--- src/rtl/core/lphs_pkg.sv ---
// Shared types and constants for the linear probing hash set insert core.
// No dependencies; imported by every module of the core.
package lphs_pkg;

  localparam int TABLE_SLOTS  = 32768;
  localparam int SLOT_W       = $clog2(TABLE_SLOTS);
  localparam int KEY_W        = 64;
  localparam int SLOT_FIELD_W = 15;
  localparam int STATUS_W     = 2;

  localparam logic [KEY_W-1:0] GOLDEN_MUL = 64'h9E37_79B9_7F4A_7C15;

  typedef enum logic [STATUS_W-1:0] {
    ST_INSERTED = 2'd0,
    ST_PRESENT  = 2'd1,
    ST_FULL     = 2'd2
  } status_t;

  // Finished word handed from the probe engine to the output stage.
  typedef struct packed {
    logic                    valid;
    status_t                 status;
    logic [SLOT_FIELD_W-1:0] slot;
  } res_t;

  // Widen or cut a table index to the width of the reported slot field.
  function automatic logic [SLOT_FIELD_W-1:0] slot_field(input logic [SLOT_W-1:0] idx);
    logic [SLOT_W+SLOT_FIELD_W-1:0] wide;
    wide = {{SLOT_FIELD_W{1'b0}}, idx};
    return wide[SLOT_FIELD_W-1:0];
  endfunction

endpackage

--- src/rtl/core/lphs_hash.sv ---
// Start slot unit: multiplicative hash of the key, registered.
// Depends on lphs_pkg.
module lphs_hash import lphs_pkg::*; (
  input  logic              clk,
  input  logic              en,
  input  logic [KEY_W-1:0]  key,
  output logic [SLOT_W-1:0] start
);

  // Only the low index bits of the product are kept, so only the low index bits
  // of each factor matter; the key factor is taken from key bits SLOT_W+2 down to 3.
  logic [2*SLOT_W-1:0] prod;

  assign prod = key[SLOT_W+2:3] * GOLDEN_MUL[SLOT_W-1:0];

  always_ff @(posedge clk) begin
    if (en) begin
      start <= prod[SLOT_W-1:0];
    end
  end

endmodule

--- config.mk ---
export PLATFORM = sky130hd
export DESIGN_NAME = lphs_hash
export DESIGN_NICKNAME = d
export VERILOG_FILES = /design/src/rtl/core/lphs_pkg.sv /design/src/rtl/core/lphs_hash.sv
export SDC_FILE = /design/constraint.sdc
export NUM_CORES = 1
export LEC_CHECK = 0
export BUFFER_PORTS_ARGS = -buffer_cell sky130_fd_sc_hd__buf_2
export CORE_ASPECT_RATIO = 2
export CORE_MARGIN = 3
export CORE_UTILIZATION = 47
export DETAILED_ROUTE_END_ITERATION = 8
export MAX_ROUTING_LAYER = met4
export PLACE_DENSITY = 0.8
export SLEW_MARGIN = 5
export SYNTH_ARGS = -nofsm -noshare
export SYNTH_HDL_FRONTEND = slang
export SYNTH_SLANG_ARGS = --single-unit
--- constraint.sdc ---
create_clock -name clk -period 4.05 [get_ports clk]
set_clock_uncertainty 0.2 [all_clocks]
set_input_delay 0.2025 -clock clk [delete_from_list [all_inputs] [get_ports clk]]
set_output_delay 0.2025 -clock clk [all_outputs]
set_load 0.02 [all_outputs]
Yosys cells after proc, flatten, opt, wreduce, memory -nomap -nowiden
Index checks and enable logic that the tools add are counted.

Register bits: 15. Input bits: 66. Output and inout bits: 15. Word-level logic and storage cells: 2.

$mul: 1.

Operators by type and width (count): 15-bit by 11-bit multiplier with 15-bit output, second input constant (1).

Logic depth before layout (Yosys ltp)
Word-level depth: 1. Gate-level depth with buffers: 14. Gate-level depth less buffers: 14.

Worst setup path before layout
OpenSTA, ideal clock, no wires.

Path type: input-to-reg. Start: in key[11]. End: reg start[13] (data pin). Setup time: 258 ps. Data arrival time: 3156 ps. Required time: 3592 ps. Slack: 436 ps. Cell stages on the path: 13. Buffers on the path: 0. Path through: ha_1 > ha_1 > inv_1 > fa_1 > inv_1 > fa_1 > inv_1 > fa_1 > inv_1 > ha_1 > a21o_1 > a31oi_1 > xnor2_1.

Cells in the longest elaborated chain, start to end: 1.

Ends and longest elaborated chain: start: declaration (line lphs_hash.sv:6) `input logic [KEY_W-1:0] key,`; 15-bit by 11-bit multiplier with 15-bit output (line lphs_hash.sv:14) `assign prod = key[SLOT_W+2:3] * GOLDEN_MUL[SLOT_W-1:0];`; named net prod[13] (line lphs_hash.sv:12) `logic [2*SLOT_W-1:0] prod;`; end signal: assignment (line lphs_hash.sv:18) `start <= prod[SLOT_W-1:0];`; end: declaration (line lphs_hash.sv:7) `output logic [SLOT_W-1:0] start`.

The timed path passes the listed nets, and every way through them passes these cells. A chain may end at the register's enable or synchronous reset.

Worst setup path in the final report
Start: in key[4]. End: reg start[14] (data pin).

The elaborated chain is that of the path after synthesis.

==> impl_metrics.tcl <==
set metrics [dict create \
    reg_top3 "start: 15 flops" \
    period_needed_ps 3875 \
    gr-total-overflow 0 \
    drv_slew 0 \
    seq_area_frac_synth_pct 25.79 \
    fin_ws_ps 175.4 \
    yosys.area.top_type "ha_1" \
    antenna_found_initial 0 \
    drive_above_1_share_pct 19.27 \
    netlist_area_um2 1747 \
    synth_top_area_share_pct 34.38 \
    firstDrtPassIters 3 \
    required_ps 3840 \
    place_ws_ps 156.4 \
    final_core_util_pct 57.89 \
    setup_viol 0 \
    largest_reg_flops 15 \
    grt_pass1_vias 1231 \
    initial_core_util_pct 50.04 \
    grt_start_max_net_pins 16 \
    slowest_stage "fa_1" \
    nets 319 \
    routed_wl_mm 2.838 \
    syn_inst 156 \
    hold_class "in -> reg" \
    ys.flop_type "edfxtp_1" \
    core_area_um2 3491 \
    portBuffers 31 \
    cellPowerDensity_nw_per_um2 476.3 \
    status "complete, no violations" \
    ys_types 19 \
    endpoint_kind "register" \
    crit_path_start_kind "input port" \
    leakage_nw 1.081 \
    yosysWarnings 0 \
    hold_viol 0 \
    diodes 0 \
    ant_nets 0 \
    wl_per_cell_um 11.83 \
    critPathArrivalTime_ps 3670 \
    synthTopCellsByArea "ha_1 (34%), edfxtp_1 (26%), fa_1 (14%), inv_1 (8.4%), xnor2_1 (7.0%)" \
    power.ir.vdd_worst_v 0.0002812 \
    synth-async-reset-ratio_pct 0 \
    placedCellCount 235 \
    fin_tns_setup_ps 0 \
    track_usage_pct 14.90 \
    path_max_fanout 5 \
    top_register "start" \
    clkTransAtPathRegs_ps 60 \
    dpl.hpwl_mm 2.631 \
    yosysMostFrequentCell "ha_1" \
    hold_path_depth 1 \
    grt_pass1_wl_mm 5.050 \
    cts_root_buf "clkbuf_8" \
    drt-vias-per-instance 4.779 \
    syn_to_final_growth_pct 15.69 \
    avgSynthCellArea_um2 11.20 \
    min_period_over_period_pct 95.67 \
    rsz0062_at_grt "false" \
    die_area_um2 4528 \
    fmax_mhz 258.1 \
    syn_nets 282 \
    drcViolationCount 0 \
    std_cell_rows 30 \
    cts_setup_buffers 0 \
    fp.dieW_um 49.11 \
    ys_seq_elements 15 \
    h-tree-depth 1 \
    clock_path_buffers 2 \
    critical_path_class "in -> reg" \
    relSlewSlack_pct 78.02 \
    yosys-top-cells-count "ha_1 (48), inv_1 (39), edfxtp_1 (15)" \
    ios 81 \
    drtIter0Drc 7 \
    cts_tree "built" \
    place_congestion 0.7868 \
    tightest_slew_ps 329.6 \
    dieHeight_um 92.21 \
    synth-edff-count 15 \
    maxCapViolCount 0 \
    critPathMaxStageDelay_ps 550 \
    crit_chain "dlygate4sd3_1 -> buf_2 -> inv_1 -> ha_1 -> ha_1 -> inv_1 -> fa_1 -> fa_1 -> inv_1 -> ha_1 -> and4_1 -> a21oi_2 -> o21ai_0 -> xnor2_1" \
    cts_sinks 15 \
    cts_buffers 3 \
    final_cells 240 \
    vias 1147 \
]
## cell families (layout without fill, tap and decap cells)
family | after synthesis | after routing | share of synthesized area, %
fa+ha+maj | 60 | 60 | 48.14
simple gates | 9 | 9 | 2.866
flops | 15 | 15 | 25.79
compound gates | 15 | 15 | 5.802
buf+inv | 39 | 75 | 8.381
xor+xnor | 18 | 18 | 9.026
## layer usage
metal | routed length [um] | track usage, %
met3 | 92 | 0.4878
met5 | 0 | -
met2 | 1696 | 29.04
met1 | 981 | 14.09
met4 | 67 | 7.838
## final cells by class
type / count / area, um2
Tap cell: 48 / 60.06
Inverter: 39 / 146.4
Timing Repair Buffer: 32 / 165.2
Fill cell: 308 / 1470
Clock buffer: 4 / 45.04
Multi-Input combinational cell: 102 / 1154
Sequential cell: 15 / 450.4
## worst max-delay path: cells and delay by family
kind,cells,cell delay (ps)
compound gates,2,320
xor+xnor,1,130
fa+ha+maj,5,1990
buf+inv,5,790
simple gates,1,230
## what timing repair did
| item | CTS | global route |
|---|---|---|
| gates resized for setup | 0 | 1 |
| hold buffers | 1 | 0 |
| setup endpoints to repair | 0 | 1 |
| hold endpoints to repair | 1 | 0 |
## metrics by stage
stage | instance area (um2) | total power, mW | hold slack, ps
after floorplan | 1747 | 0.7165 | 101.4
after global placement | 1962 | 0.8382 | 218.4
after detailed placement | 1962 | 0.8530 | 223.5
after CTS | 2017 | 0.9773 | 15.24
after global routing | 2021 | 1.054 | 16.67
final | 2021 | 0.9625 | 21.60
## layout by cell type, fill, tap and decap left out, types with 4 or more instances in the layout
cell type / n
inv_1: 39
edfxtp_1: 15
nand2_1: 4
ha_1: 48
a21o_1: 4
buf_2: 31
fa_1: 12
xnor2_1: 14
xor2_1: 4
## path summary, 6_finish.rpt
kind               start        end  slack [ps]
hold / removal    key[3]   start[0]          20
setup / recovery  key[4]  start[14]         180
## power breakdown
| group | switching [mW] | internal, mW |
|---|---|---|
| clock | 0.0473 | 0.0696 |
| combinational | 0.325 | 0.254 |
| sequential | 0.0101 | 0.256 |
Note: power is estimated with default switching activity, not from simulation.
